File: src/rtl/maft_pkg.sv
// ----------------------------------------------------------------------------
// maft_pkg
// shared types and codes of the mac address filter table
// ----------------------------------------------------------------------------
package maft_pkg;

    // widest slot index, in bits, that the table can have
    localparam int unsigned IDX_W_MAX = 8;

    typedef enum logic [2:0] {
        ACT_ADD        = 3'd0,
        ACT_REMOVE     = 3'd1,
        ACT_FIND       = 3'd2,
        ACT_CLEAR_ALL  = 3'd3,
        ACT_SET_FIXED  = 3'd4,
        ACT_CLR_FIXED  = 3'd5,
        ACT_GET_FIXED  = 3'd6,
        ACT_READ_ENTRY = 3'd7
    } action_t;

    typedef enum logic [2:0] {
        STS_OK        = 3'd0,
        STS_NOT_FOUND = 3'd1,
        STS_FULL      = 3'd2,
        STS_RANGE     = 3'd3,
        STS_NO_FIXED  = 3'd4
    } status_t;

    typedef enum logic [1:0] {
        S_IDLE,
        S_SCAN,
        S_INDEX,
        S_DONE
    } state_t;

    // one stored slot, less its valid flag
    typedef struct packed {
        logic [63:0]        addr;
        logic               fixed;
        logic signed [7:0]  rssi;
    } entry_t;

    // access request from the sequencer to the slot memory
    typedef struct packed {
        logic                   rd_en;
        logic [IDX_W_MAX-1:0]   rd_addr;
        logic                   wr_en;
        logic [IDX_W_MAX-1:0]   wr_addr;
        entry_t                 wr_data;
    } mem_req_t;

    typedef struct packed {
        status_t            status;
        logic [3:0]         slot_index;
        logic [63:0]        entry_address;
        logic signed [7:0]  entry_rssi;
        logic               entry_valid;
        logic               entry_fixed;
    } result_t;

endpackage

File: src/rtl/maft_if.sv
// ----------------------------------------------------------------------------
// maft_if
// request and result channels of the mac address filter table
// ----------------------------------------------------------------------------
interface maft_in_if;
    logic               valid;
    logic               ready;
    logic [2:0]         action;
    logic [63:0]        ext_address;
    logic [7:0]         entry_index;
    logic signed [7:0]  rssi_value;

    modport source (output valid, output action, output ext_address,
                    output entry_index, output rssi_value, input ready);
    modport sink   (input valid, input action, input ext_address,
                    input entry_index, input rssi_value, output ready);
endinterface

interface maft_out_if;
    logic               valid;
    logic               ready;
    logic [2:0]         status;
    logic [3:0]         slot_index;
    logic [63:0]        entry_address;
    logic signed [7:0]  entry_rssi;
    logic               entry_valid;
    logic               entry_fixed;

    modport source (output valid, output status, output slot_index,
                    output entry_address, output entry_rssi, output entry_valid,
                    output entry_fixed, input ready);
    modport sink   (input valid, input status, input slot_index,
                    input entry_address, input entry_rssi, input entry_valid,
                    input entry_fixed, output ready);
endinterface

File: src/rtl/maft_mem.sv
// ----------------------------------------------------------------------------
// maft_mem
// slot memory: one write port, one registered read port
// ----------------------------------------------------------------------------
module maft_mem #(
    parameter int unsigned TABLE_ENTRIES = 16
) (
    input  logic                clk,
    input  logic                rst_n,
    input  maft_pkg::mem_req_t  req,
    output maft_pkg::entry_t    rd_data
);

    localparam int unsigned IW = (TABLE_ENTRIES > 1) ? $clog2(TABLE_ENTRIES) : 1;

    maft_pkg::entry_t           mem [TABLE_ENTRIES];
    maft_pkg::entry_t           rd_q_reg;
    logic [TABLE_ENTRIES-1:0]   init_reg;
    logic                       rd_init_reg;

    always_ff @(posedge clk)
    begin
        if (req.wr_en)
        begin
            mem[req.wr_addr[IW-1:0]] <= req.wr_data;
        end
        if (req.rd_en)
        begin
            rd_q_reg <= mem[req.rd_addr[IW-1:0]];
        end
    end

    // slots never written read as zero
    always_ff @(posedge clk or negedge rst_n)
    begin
        if (!rst_n)
        begin
            init_reg    <= '0;
            rd_init_reg <= 1'b0;
        end
        else
        begin
            if (req.wr_en)
            begin
                init_reg[req.wr_addr[IW-1:0]] <= 1'b1;
            end
            if (req.rd_en)
            begin
                rd_init_reg <= init_reg[req.rd_addr[IW-1:0]];
            end
        end
    end

    assign rd_data = rd_init_reg ? rd_q_reg : '0;

endmodule

File: src/rtl/maft_ctrl.sv
// ----------------------------------------------------------------------------
// maft_ctrl
// sequencer: decodes an action, scans or addresses the slot memory,
// writes back and builds the result
// ----------------------------------------------------------------------------
module maft_ctrl #(
    parameter int unsigned TABLE_ENTRIES = 16
) (
    input  logic                clk,
    input  logic                rst_n,
    maft_in_if.sink             in_ch,
    output logic                res_valid,
    input  logic                res_take,
    output maft_pkg::result_t   res,
    output maft_pkg::mem_req_t  mem_req,
    input  maft_pkg::entry_t    rd_data
);

    localparam int unsigned IW = (TABLE_ENTRIES > 1) ? $clog2(TABLE_ENTRIES) : 1;

    maft_pkg::state_t           state_reg, state_next;
    maft_pkg::action_t          op_reg, op_next, in_op;
    logic [63:0]                addr_reg, addr_next;
    logic [7:0]                 idx_reg, idx_next;
    logic signed [7:0]          rssi_reg, rssi_next;
    logic [IW-1:0]              cnt_reg, cnt_next;
    logic                       free_found_reg, free_found_next;
    logic [IW-1:0]              free_slot_reg, free_slot_next;
    logic signed [7:0]          free_rssi_reg, free_rssi_next;
    logic [TABLE_ENTRIES-1:0]   valid_reg, valid_next;
    maft_pkg::result_t          res_reg, res_next;

    logic                       in_fire;
    logic                       in_range;
    logic                       hit;
    logic                       cur_free;
    logic                       last;
    logic [IW-1:0]              slot_sel;
    logic [IW-1:0]              idx_slot;

    assign in_ch.ready = (state_reg == maft_pkg::S_IDLE);
    assign in_fire     = in_ch.valid && in_ch.ready;
    assign in_op       = maft_pkg::action_t'(in_ch.action);
    assign in_range    = ({1'b0, in_ch.entry_index} < 9'(TABLE_ENTRIES));

    assign hit      = valid_reg[cnt_reg] && (rd_data.addr == addr_reg);
    assign cur_free = !valid_reg[cnt_reg];
    assign last     = (cnt_reg == IW'(TABLE_ENTRIES - 1));
    assign slot_sel = free_found_reg ? free_slot_reg : cnt_reg;
    assign idx_slot = idx_reg[IW-1:0];

    assign res_valid = (state_reg == maft_pkg::S_DONE);
    assign res       = res_reg;

    // next state
    always_comb
    begin
        state_next = state_reg;
        case (state_reg)
            maft_pkg::S_IDLE:
            begin
                if (in_fire)
                begin
                    case (in_op)
                        maft_pkg::ACT_ADD,
                        maft_pkg::ACT_REMOVE,
                        maft_pkg::ACT_FIND:      state_next = maft_pkg::S_SCAN;
                        maft_pkg::ACT_CLEAR_ALL: state_next = maft_pkg::S_DONE;
                        default:
                            state_next = in_range ? maft_pkg::S_INDEX : maft_pkg::S_DONE;
                    endcase
                end
            end
            maft_pkg::S_SCAN:
            begin
                if (hit || last)
                begin
                    state_next = maft_pkg::S_DONE;
                end
            end
            maft_pkg::S_INDEX:
            begin
                state_next = maft_pkg::S_DONE;
            end
            maft_pkg::S_DONE:
            begin
                if (res_take)
                begin
                    state_next = maft_pkg::S_IDLE;
                end
            end
            default:
            begin
                state_next = maft_pkg::S_IDLE;
            end
        endcase
    end

    // datapath, memory requests and result
    always_comb
    begin
        op_next         = op_reg;
        addr_next       = addr_reg;
        idx_next        = idx_reg;
        rssi_next       = rssi_reg;
        cnt_next        = cnt_reg;
        free_found_next = free_found_reg;
        free_slot_next  = free_slot_reg;
        free_rssi_next  = free_rssi_reg;
        valid_next      = valid_reg;
        res_next        = res_reg;
        mem_req         = '0;

        case (state_reg)
            maft_pkg::S_IDLE:
            begin
                if (in_fire)
                begin
                    op_next         = in_op;
                    addr_next       = in_ch.ext_address;
                    idx_next        = in_ch.entry_index;
                    rssi_next       = in_ch.rssi_value;
                    cnt_next        = '0;
                    free_found_next = 1'b0;
                    res_next        = '0;
                    res_next.status = maft_pkg::STS_OK;
                    case (in_op)
                        maft_pkg::ACT_ADD,
                        maft_pkg::ACT_REMOVE,
                        maft_pkg::ACT_FIND:
                        begin
                            mem_req.rd_en   = 1'b1;
                            mem_req.rd_addr = '0;
                        end
                        maft_pkg::ACT_CLEAR_ALL:
                        begin
                            valid_next = '0;
                        end
                        default:
                        begin
                            if (in_range)
                            begin
                                mem_req.rd_en   = 1'b1;
                                mem_req.rd_addr = in_ch.entry_index;
                            end
                            else
                            begin
                                res_next.status = maft_pkg::STS_RANGE;
                            end
                        end
                    endcase
                end
            end

            maft_pkg::S_SCAN:
            begin
                if (hit)
                begin
                    res_next.slot_index = 4'(cnt_reg);
                    if (op_reg == maft_pkg::ACT_REMOVE)
                    begin
                        mem_req.wr_en   = 1'b1;
                        mem_req.wr_addr = maft_pkg::IDX_W_MAX'(cnt_reg);
                        mem_req.wr_data = '0;
                        valid_next[cnt_reg] = 1'b0;
                    end
                end
                else if (last)
                begin
                    if (op_reg == maft_pkg::ACT_ADD)
                    begin
                        if (free_found_reg || cur_free)
                        begin
                            // claim first free slot, keep its stored rssi
                            mem_req.wr_en         = 1'b1;
                            mem_req.wr_addr       = maft_pkg::IDX_W_MAX'(slot_sel);
                            mem_req.wr_data.addr  = addr_reg;
                            mem_req.wr_data.fixed = 1'b0;
                            mem_req.wr_data.rssi  = free_found_reg ? free_rssi_reg
                                                                   : rd_data.rssi;
                            valid_next[slot_sel]  = 1'b1;
                            res_next.slot_index   = 4'(slot_sel);
                        end
                        else
                        begin
                            res_next.status = maft_pkg::STS_FULL;
                        end
                    end
                    else
                    begin
                        res_next.status = maft_pkg::STS_NOT_FOUND;
                    end
                end
                else
                begin
                    cnt_next        = cnt_reg + IW'(1);
                    mem_req.rd_en   = 1'b1;
                    mem_req.rd_addr = maft_pkg::IDX_W_MAX'(cnt_reg + IW'(1));
                    if (!free_found_reg && cur_free)
                    begin
                        free_found_next = 1'b1;
                        free_slot_next  = cnt_reg;
                        free_rssi_next  = rd_data.rssi;
                    end
                end
            end

            maft_pkg::S_INDEX:
            begin
                res_next.slot_index = 4'(idx_slot);
                case (op_reg)
                    maft_pkg::ACT_SET_FIXED:
                    begin
                        mem_req.wr_en         = 1'b1;
                        mem_req.wr_addr       = idx_reg;
                        mem_req.wr_data.addr  = rd_data.addr;
                        mem_req.wr_data.fixed = 1'b1;
                        mem_req.wr_data.rssi  = rssi_reg;
                    end
                    maft_pkg::ACT_CLR_FIXED:
                    begin
                        mem_req.wr_en         = 1'b1;
                        mem_req.wr_addr       = idx_reg;
                        mem_req.wr_data.addr  = rd_data.addr;
                        mem_req.wr_data.fixed = 1'b0;
                        mem_req.wr_data.rssi  = rd_data.rssi;
                    end
                    maft_pkg::ACT_GET_FIXED:
                    begin
                        if (valid_reg[idx_slot] && rd_data.fixed)
                        begin
                            res_next.entry_rssi = rd_data.rssi;
                        end
                        else
                        begin
                            res_next.status = maft_pkg::STS_NO_FIXED;
                        end
                    end
                    maft_pkg::ACT_READ_ENTRY:
                    begin
                        res_next.entry_address = rd_data.addr;
                        res_next.entry_rssi    = rd_data.rssi;
                        res_next.entry_valid   = valid_reg[idx_slot];
                        res_next.entry_fixed   = rd_data.fixed;
                    end
                    default:
                    begin
                        res_next = res_reg;
                    end
                endcase
            end

            default:
            begin
                res_next = res_reg;
            end
        endcase
    end

    always_ff @(posedge clk or negedge rst_n)
    begin
        if (!rst_n)
        begin
            state_reg      <= maft_pkg::S_IDLE;
            valid_reg      <= '0;
            free_found_reg <= 1'b0;
            cnt_reg        <= '0;
        end
        else
        begin
            state_reg      <= state_next;
            valid_reg      <= valid_next;
            free_found_reg <= free_found_next;
            cnt_reg        <= cnt_next;
        end
    end

    always_ff @(posedge clk)
    begin
        op_reg        <= op_next;
        addr_reg      <= addr_next;
        idx_reg       <= idx_next;
        rssi_reg      <= rssi_next;
        free_slot_reg <= free_slot_next;
        free_rssi_reg <= free_rssi_next;
        res_reg       <= res_next;
    end

endmodule

File: src/rtl/mac_address_filter_table_unit.sv
// ----------------------------------------------------------------------------
// mac_address_filter_table_unit
// table of 64-bit extended mac addresses with per-slot fixed rssi
// ----------------------------------------------------------------------------
// Each request transaction carries one action and yields exactly one result
// transaction. Slots live in a single-port-read, single-port-write memory with
// a registered read port; valid flags are held in flip-flops so that clear all
// drops every valid flag at once. Add, remove and find scan the memory from
// slot 0 upward, one slot per cycle, and stop at the first valid match. The
// indexed actions read the addressed slot and, for set and clear fixed rssi,
// write it back; an index out of range skips the read. A request is taken
// only while the sequencer is idle, but the finished result sits in an output
// register, so the next request may be accepted and worked on while the
// previous result still waits on the sink; a sink that holds off ready while
// the output register is still full holds the sequencer in its done state.
// Out of reset every slot reads as zero and free; slots never written read
// back as zero.
// ----------------------------------------------------------------------------
module mac_address_filter_table_unit #(
    parameter int unsigned TABLE_ENTRIES = 16
) (
    input  logic        clk,
    input  logic        rst_n,
    maft_in_if.sink     in_ch,
    maft_out_if.source  out_ch
);

    maft_pkg::mem_req_t mem_req;
    maft_pkg::entry_t   rd_data;
    maft_pkg::result_t  res;
    logic               res_valid;
    logic               res_take;

    logic               out_valid_reg, out_valid_next;
    maft_pkg::result_t  out_reg;

    // slot storage
    maft_mem #(
        .TABLE_ENTRIES (TABLE_ENTRIES)
    ) u_mem (
        .clk     (clk),
        .rst_n   (rst_n),
        .req     (mem_req),
        .rd_data (rd_data)
    );

    // action sequencer and slot scan
    maft_ctrl #(
        .TABLE_ENTRIES (TABLE_ENTRIES)
    ) u_ctrl (
        .clk       (clk),
        .rst_n     (rst_n),
        .in_ch     (in_ch),
        .res_valid (res_valid),
        .res_take  (res_take),
        .res       (res),
        .mem_req   (mem_req),
        .rd_data   (rd_data)
    );

    // output register loads when empty or being drained this cycle
    assign res_take = res_valid && (!out_valid_reg || out_ch.ready);

    always_comb
    begin
        out_valid_next = out_valid_reg;
        if (res_take)
        begin
            out_valid_next = 1'b1;
        end
        else if (out_ch.ready)
        begin
            out_valid_next = 1'b0;
        end
    end

    always_ff @(posedge clk or negedge rst_n)
    begin
        if (!rst_n)
        begin
            out_valid_reg <= 1'b0;
        end
        else
        begin
            out_valid_reg <= out_valid_next;
        end
    end

    always_ff @(posedge clk)
    begin
        if (res_take)
        begin
            out_reg <= res;
        end
    end

    // result transaction
    assign out_ch.valid         = out_valid_reg;
    assign out_ch.status        = out_reg.status;
    assign out_ch.slot_index    = out_reg.slot_index;
    assign out_ch.entry_address = out_reg.entry_address;
    assign out_ch.entry_rssi    = out_reg.entry_rssi;
    assign out_ch.entry_valid   = out_reg.entry_valid;
    assign out_ch.entry_fixed   = out_reg.entry_fixed;

endmodule

File: src/flat_wrapper.sv
// flat-port wrapper written by rule: the top's interface ports become plain ports
module mac_address_filter_table_unit_flat 
#(
    parameter int unsigned TABLE_ENTRIES = 16
)
  (clk, rst_n, in_ch_valid, in_ch_action, in_ch_ext_address, in_ch_entry_index, in_ch_rssi_value, in_ch_ready, out_ch_valid, out_ch_status, out_ch_slot_index, out_ch_entry_address, out_ch_entry_rssi, out_ch_entry_valid, out_ch_entry_fixed, out_ch_ready);
  maft_in_if in_ch_i ();
  maft_out_if out_ch_i ();
  input  logic clk;
  input  logic rst_n;
  input wire logic [$bits(in_ch_i.valid)-1:0] in_ch_valid;
  input wire logic [$bits(in_ch_i.action)-1:0] in_ch_action;
  input wire logic [$bits(in_ch_i.ext_address)-1:0] in_ch_ext_address;
  input wire logic [$bits(in_ch_i.entry_index)-1:0] in_ch_entry_index;
  input wire logic [$bits(in_ch_i.rssi_value)-1:0] in_ch_rssi_value;
  output wire logic [$bits(in_ch_i.ready)-1:0] in_ch_ready;
  output wire logic [$bits(out_ch_i.valid)-1:0] out_ch_valid;
  output wire logic [$bits(out_ch_i.status)-1:0] out_ch_status;
  output wire logic [$bits(out_ch_i.slot_index)-1:0] out_ch_slot_index;
  output wire logic [$bits(out_ch_i.entry_address)-1:0] out_ch_entry_address;
  output wire logic [$bits(out_ch_i.entry_rssi)-1:0] out_ch_entry_rssi;
  output wire logic [$bits(out_ch_i.entry_valid)-1:0] out_ch_entry_valid;
  output wire logic [$bits(out_ch_i.entry_fixed)-1:0] out_ch_entry_fixed;
  input wire logic [$bits(out_ch_i.ready)-1:0] out_ch_ready;
  assign in_ch_i.valid = in_ch_valid;
  assign in_ch_i.action = in_ch_action;
  assign in_ch_i.ext_address = in_ch_ext_address;
  assign in_ch_i.entry_index = in_ch_entry_index;
  assign in_ch_i.rssi_value = in_ch_rssi_value;
  assign in_ch_ready = in_ch_i.ready;
  assign out_ch_valid = out_ch_i.valid;
  assign out_ch_status = out_ch_i.status;
  assign out_ch_slot_index = out_ch_i.slot_index;
  assign out_ch_entry_address = out_ch_i.entry_address;
  assign out_ch_entry_rssi = out_ch_i.entry_rssi;
  assign out_ch_entry_valid = out_ch_i.entry_valid;
  assign out_ch_entry_fixed = out_ch_i.entry_fixed;
  assign out_ch_i.ready = out_ch_ready;
  mac_address_filter_table_unit #(.TABLE_ENTRIES(TABLE_ENTRIES)) u_core (.clk(clk), .rst_n(rst_n), .in_ch(in_ch_i), .out_ch(out_ch_i));
endmodule
File: config.mk
export PLATFORM = sky130hd
export DESIGN_NAME = mac_address_filter_table_unit_flat
export DESIGN_NICKNAME = d
export VERILOG_FILES = /design/src/rtl/maft_pkg.sv /design/src/rtl/maft_if.sv /design/src/rtl/maft_mem.sv /design/src/rtl/maft_ctrl.sv /design/src/rtl/mac_address_filter_table_unit.sv /design/src/flat_wrapper.sv
export SDC_FILE = /design/constraint.sdc
export NUM_CORES = 2
export LEC_CHECK = 0
export ABC_AREA = 1
export BUFFER_PORTS_ARGS = -buffer_cell sky130_fd_sc_hd__buf_4
export CAP_MARGIN = 10
export CORE_ASPECT_RATIO = 0.5
export CORE_MARGIN = 2
export CORE_UTILIZATION = 43
export CTS_BUF_LIST = sky130_fd_sc_hd__clkbuf_16
export CTS_CLUSTER_SIZE = 25
export DETAILED_ROUTE_END_ITERATION = 16
export GPL_TIMING_DRIVEN = 0
export MAX_ROUTING_LAYER = met4
export PLACE_DENSITY = 0.61
export REMOVE_ABC_BUFFERS = 1
export SETUP_SLACK_MARGIN = 0.3
export SLEW_MARGIN = 0
export SYNTH_ARGS = -nofsm -noshare
export SYNTH_HDL_FRONTEND = slang
export SYNTH_SLANG_ARGS = --single-unit
File: constraint.sdc
create_clock -name clk -period 7.5 [get_ports clk]
set_input_delay 0.375 -clock clk [delete_from_list [all_inputs] [get_ports clk]]
set_output_delay 0.375 -clock clk [all_outputs]
set_load 0.1 [all_outputs]
Word level (Yosys, flattened, before mapping)
Memory sizes are Yosys's and may differ from the RTL's. A register that Yosys moved wholly into a read port is not among the register bits.
Cells that the tools add are included.
{"block": "word_totals", "register_bits": 298, "latchBits": 0, "mem_bits_rw": 1168, "mem_bits_ro": 0, "output_inout_bits": 83, "n_memories": 1}
{"memory": "u_core.u_mem.mem", "words": 16, "width": 73, "read_ports": 1, "rd_ports_with_merged_regs": 1, "wr": 1, "line": "maft_mem.sv:16", "source": "maft_pkg::entry_t mem [TABLE_ENTRIES];"}
{"block": "op_classes", "n_addsub": 2, "multipliers": 0, "div_mod_pow": 0, "order_cmp": 9, "n_eq_ne": 32, "shift": 0, "n_mux": 74, "n_bitwise": 6, "reduce_logical": 34}
{"op": "two-way mux 82 bit", "n": 5}
{"op": "one-hot mux 82 bit (2 select lines)", "n": 2}
{"op": "one-hot mux 74 bit (2 select lines)", "n": 1}
{"op": "two-way mux 16 bit", "n": 7}
{"op": "two-way mux 81 bit", "n": 1}
{"op": "two-way mux 73 bit", "n": 1}
{"op": "equality test 64 bit", "n": 1}
{"op": "two-way mux 64 bit", "n": 1}
{"op": "two-way mux 9 bit", "n": 4}
{"op": "one-hot mux 9 bit (2 select lines)", "n": 2}
{"op": "two-way mux 4 bit", "n": 8}
{"op": "bitwise OR 16 bit", "n": 2}
{"op": "one-hot mux 16 bit (2 select lines)", "n": 1}
{"op": "< comparator 4 x 5 -> 1 bit (second input constant)", "n": 5}
{"op": "one-hot mux 7 bit (3 select lines)", "n": 1}
{"op": "two-way mux 3 bit", "n": 6}
{"op": "!= test 3 bit (second input constant)", "n": 6}
{"op": "AND 16 bit", "n": 1}
{"op": "two-way mux 8 bit", "n": 2}
{"op": "!= test 2 bit (second input constant)", "n": 8}
{"op": "NOT 16 bit", "n": 1}
{"op": "one-hot mux 8 bit (2 select lines)", "n": 1}
{"op": "two-way mux 1 bit", "n": 15}
{"op": "AND reduction 7 bit", "n": 2}
{"op": "other kinds (35)", "n": 73}

Logic depth before layout (Yosys ltp)
{"block": "depth", "word_depth": 14, "depth_mapped": 22}

Modules after synthesis
A second synthesis with hierarchy kept.
{"block": "unflattened", "hier_cells": 5066, "area_unflattened_um2": 63029.2}
{"mod": "maft_mem", "n_inst": 1, "cells_per_inst": 3714, "area_per_inst_um2": 49298.5}
{"mod": "maft_ctrl", "n_inst": 1, "cells_per_inst": 1265, "area_per_inst_um2": 11249.5}
{"mod": "mac_address_filter_table_unit", "n_inst": 1, "cells_per_inst": 87, "area_per_inst_um2": 2481.1}

Worst setup path before layout
OpenSTA, ideal clock, no wires.
{"block": "synth_path", "path_type": "register to register", "start": "register u_core.u_mem.rd_init_reg", "end": "memory u_core.u_mem.mem[9][0] in the netlist's numbering, enable pin", "setup_time_ps": 505, "arrival_time_ps": 5186, "setup_slack_ps": 1809, "stages_incl_launch_ff": 19, "path_buffers": 2, "synth_period_minus_slack_ps": 5691, "cell_sequence": "dfrtp_1 > buf_4 > buf_6 > nand2_1 > xor2_1 > nand2_1 > nor2_1 > nand2_1 > nor2_1 > nand3_4 > inv_2 > nor2_1 > nand2_1 > o22ai_1 > nand2_1 > nand2_1 > inv_1 > nand2_1 > nor2_1"}
{"block": "synth_via", "elab_chain_cells": 7}
{"item": "start: declaration", "line": "maft_mem.sv:19", "source": "logic rd_init_reg;"}
{"item": "start signal: assignment", "line": "maft_mem.sv:49", "source": "rd_init_reg <= init_reg[req.rd_addr[IW-1:0]];"}
{"item": "two-way mux 73 bit (*)", "line": "maft_mem.sv:54", "source": "assign rd_data = rd_init_reg ? rd_q_reg : '0;"}
{"item": "equality test 64 bit (*)", "line": "maft_ctrl.sv:46", "source": "assign hit = valid_reg[cnt_reg] && (rd_data.addr == addr_reg);"}
{"item": "logical AND 1 bit (*)", "line": "maft_ctrl.sv:46"}
{"item": "two-way mux 82 bit (*)", "line": "maft_ctrl.sv:157", "source": "if (hit)"}
{"item": "one-hot mux 82 bit (2 select lines) (*)", "line": "maft_ctrl.sv:114", "source": "case (state_reg)"}
{"item": "two-way mux 1 bit", "line": "maft_mem.sv:23", "source": "if (req.wr_en)"}
{"item": "two-way mux 1 bit (not written as such)", "line": "maft_mem.sv:25", "source": "mem[req.wr_addr[IW-1:0]] <= req.wr_data;"}
{"item": "end: declaration", "line": "maft_mem.sv:16"}
Every way passes the cells marked *; elsewhere a longest branch is shown, timed or not.

Final worst setup path
{"block": "layout_path", "start": "register u_core.u_ctrl.cnt_reg[0]", "end": "register u_core.u_mem.rd_q_reg[67] (netlist name)"}
{"block": "layout_via", "elab_chain_cells": 5}
{"item": "start: declaration", "line": "maft_ctrl.sv:26", "source": "logic [IW-1:0] cnt_reg, cnt_next;"}
{"item": "start signal: assignment", "line": "maft_ctrl.sv:274", "source": "cnt_reg <= cnt_next;"}
{"item": "binary-select mux 1 bit (select 4 bit)", "line": "maft_ctrl.sv:46"}
{"item": "two-way mux 1 bit (not written as such)", "line": "maft_ctrl.sv:46"}
{"item": "logical AND 1 bit", "line": "maft_ctrl.sv:46"}
{"item": "two-way mux 9 bit (*)", "line": "maft_ctrl.sv:157"}
{"item": "one-hot mux 9 bit (2 select lines) (*)", "line": "maft_ctrl.sv:114"}
Every way passes the cells marked *; elsewhere a longest branch is shown, timed or not. The select of a mux whose other input is x is not followed.
A chain may end at the register's enable or synchronous reset.

==> metrics.yaml <==
run_status:
  outcome: "completed"
global_route:
  grt_start_max_net_pins: 126
  grt_use_total_pct: 24.9
  grt_remaining_overflow: 0
  grt_first_pass_wirelength_um: 263000
  grt_pass1_vias: 39586
  antenna_found_initial: 0
logic_synthesis:
  synth-xor-area-share_pct: 0.237
  netlist_top_cells_area: "edfxtp_1, o211ai_1, nand2_1"
  netlist_area_sq_um: 62900
  syn_inst: 4953
  postSynth.asyncResetShare_pct: 2.67
  post-synth-top-area-cell: "edfxtp_1"
  synth.area.mux_share_pct: 0
  synthFlopType: "edfxtp_1"
  synthSimpleGateAreaFrac_pct: 8.11
  synth_compound_area_share_pct: 13.7
  ys_types: 39
  synthAdderAreaFrac_pct: 0.199
  synth_edf_count: 1494
  synth_seq_cells: 1535
  synth_top_family_by_area: "compound AO/OA/AOI/OAI gates"
  synth_top_area_share_pct: 71.3
  postSynthAreaPerCell_sq_um: 12.7
  ys_warn_count: 0
  ys_seq_area_share_pct: 72.9
cts:
  cts_num_sinks: 1535
  post-cts-setup-buffers: 0
  cts_tree: "done"
  root_buffer: "clkbuf_16"
  clkTransAtPathRegs_ns: 0.06
  cts-resized-gates: 0
  cts.htree.levels: 4
  cts_buffers: 143
  insertion_delay_ns: 0.79
  holdBufCountCts: 82
  max-clock-path-buffers: 3
floorplanning:
  start_util_pct: 43.2
  rows: 99
  ios: 170
  core_sq_um: 146000
  die_area_sq_um: 150000
  die_w_um: 545
  die_h_um: 275
setup_path:
  arrival_ns: 7.17
  slowest_stage: "nor2_1"
  path_cells: "clkinv_1 > nand2_1 > nand3_1 > nand2_1 > nand2_1 > nand2_1 > nor2_1 > nor2_1 > nand3_4 > nand3_4 > buf_16 > nand2_4 > buf_16 > buf_16 > buf_16 > nand2_1 > o211ai_1 > o211ai_1 > nand3_1 > nand2_1"
  cp-end-kind: "flip-flop"
  setup.worst_path.start: "u_core.u_ctrl.cnt_reg[0]"
  crit_type: "flip-flop to flip-flop"
  critPathMaxStageDelay_ns: 0.81
  worstSetupStartpointType: "flip-flop"
  cpMostUsedCell: "nand2_1"
  crit_family: "simple AND/OR/NAND/NOR gates"
  cp_max_fo: 96
  r2r_start: "u_core.u_ctrl.cnt_reg[0]"
  crit_buf_inv: 5
  critPathRequiredTime_ns: 8.04
detailed_routing:
  ant_nets: 0
  wl_um: 184000
  first_pass_iters: 6
  post_drt_wl_per_cell_um: 25.5
  drcViolationCount: 0
  initialDrtViolationCount: 5280
  num_vias: 41913
  vias_per_cell: 5.81
placed_design:
  numPlacedInstances: 6873
  hpwl_um: 107000
  dp_slack_ns: 1.17
  io_buffers: 169
  gp_congestion: 0.888
layout:
  syn2layout_area_growth_pct: 17.0
  fin_util_pct: 50.6
  fillCellCount: 12138
  final_common_cell: "edfxtp_1"
  layout.cells.non_filler: 7214
  nNetsFinal: 5229
  multi_input_area_sq_um: 14200
  largest_reg_flops: 1168
  seq_area_sq_um: 45900
  final_cell_mix: "edfxtp_1, nand2_1, o211ai_1, inv_1, o21ai_0"
  layout-drive-gt1-share_pct: 10.2
hold_path:
  holdCritStartpoint: "in_ch_entry_index[5]"
  hold_path.class: "input port to flip-flop"
timing:
  maxSlewViolCount: 0
  clock_skew_ns: 0.0303
  setup_tns_ns: 0
  setup_viol: 0
  rsz0062_at_grt: "no"
  finalHoldViolations: 0
  layout_setup_ws_ns: 0.864
  fmax_mhz: 151
  worst-slew-pin-transition_ns: 1.18
  fin_crit_sh_pct: 88.5
  finalCriticalPeriod_ns: 6.64
  slew_headroom_pct: 20.7
pwr:
  power_leakage_nw: 25.9
  ir_worst_vdd_v: 0.000340
  power_density_nw_per_um2: 352
  total_power_mw: 25.9
job:
  cap_violations: 0
[final timing paths]
path	to	slack, ns	cells past startpoint
min in group asynchronous	u_core.u_ctrl.valid_reg[2]	0.16	2
hold / removal	u_core.u_ctrl.state_reg[0]	0.15	7
setup / recovery	u_core.u_mem.rd_q_reg[67]	0.86	20
hold reg to reg	u_core.out_ch.entry_address[56]	0.41	0
max in group asynchronous	u_core.u_mem.rd_init_reg	6.87	2
setup reg to reg	u_core.u_mem.rd_q_reg[67]	0.86	20
[area by class of cell]
cell class / count / share of cell area, %
sequential: 1535 / 62.3
multi-input combinational: 2649 / 19.3
timing repair buffer: 368 / 6.57
clock buffer: 145 / 4.93
tap: 1969 / 3.35
inverter: 435 / 2.28
clock inverter: 112 / 1.24
antenna: 1 / 0.00340
[Yosys cell counts (all sizes together), types with 3 or more instances]
cell type	n
edfxtp	1494
nand2	700
o211ai	584
inv	434
o21ai	383
a21oi	323
nor2	250
nand3	222
clkbuf	214
buf	120
a22oi	64
dfrtp	41
nand3b	23
nor3	21
xor2	17
a211oi	12
ha	10
nor4	10
a31oi	9
nand4	6
or2	4
o221ai	3
o22ai	3
[routing by layer]
metal  global-route usage, %  part of all wire, %
met2                    38.1                   46
met1                    34.2                   42
met5                       -                    0
met3                    3.68                  8.8
met4                    8.68                  3.0
[through the flow]
stage | hold slack, ns | area, sq um
3_3_place_gp | 0.401 | 65300
3_5_place_dp | 0.405 | 68300
5_1_grt | 0.198 | 73600
2_1_floorplan | 0.0794 | 61500
6_report | 0.151 | 73600
4_1_cts | 0.105 | 73600
[cell families (layout without fill, tap and decap cells)]
family | Yosys count | after routing
DFF | 1535 | 1535
AOI/OAI and AO/OA | 1386 | 1386
and+or+nand+nor | 1236 | 1236
buffers and inverters | 769 | 1060
xor gates and xnor gates | 17 | 17
adders and majority gates | 10 | 10
other | 0 | 1
[where the power goes]
| part | switching, mW | leakage (nW) | internal [mW] |
|---|---|---|---|
| Combinational | 5.79 | 7.95 | 1.98 |
| Sequential | 0.435 | 15.6 | 10.6 |
| Clock | 3.19 | 2.33 | 3.95 |
| Total | 9.41 | 25.9 | 16.5 |
[worst register-to-register path: cells and delay by family, from the launching register on]
| family | cells | cell delay (ns) |
|---|---|---|
| and+or+nand+nor | 13 | 3.56 |
| buffers and inverters | 5 | 2.01 |
| DFF | 1 | 0.63 |
| AOI/OAI and AO/OA | 2 | 0.21 |
No activity file was read; power rests on OpenSTA's default activity.
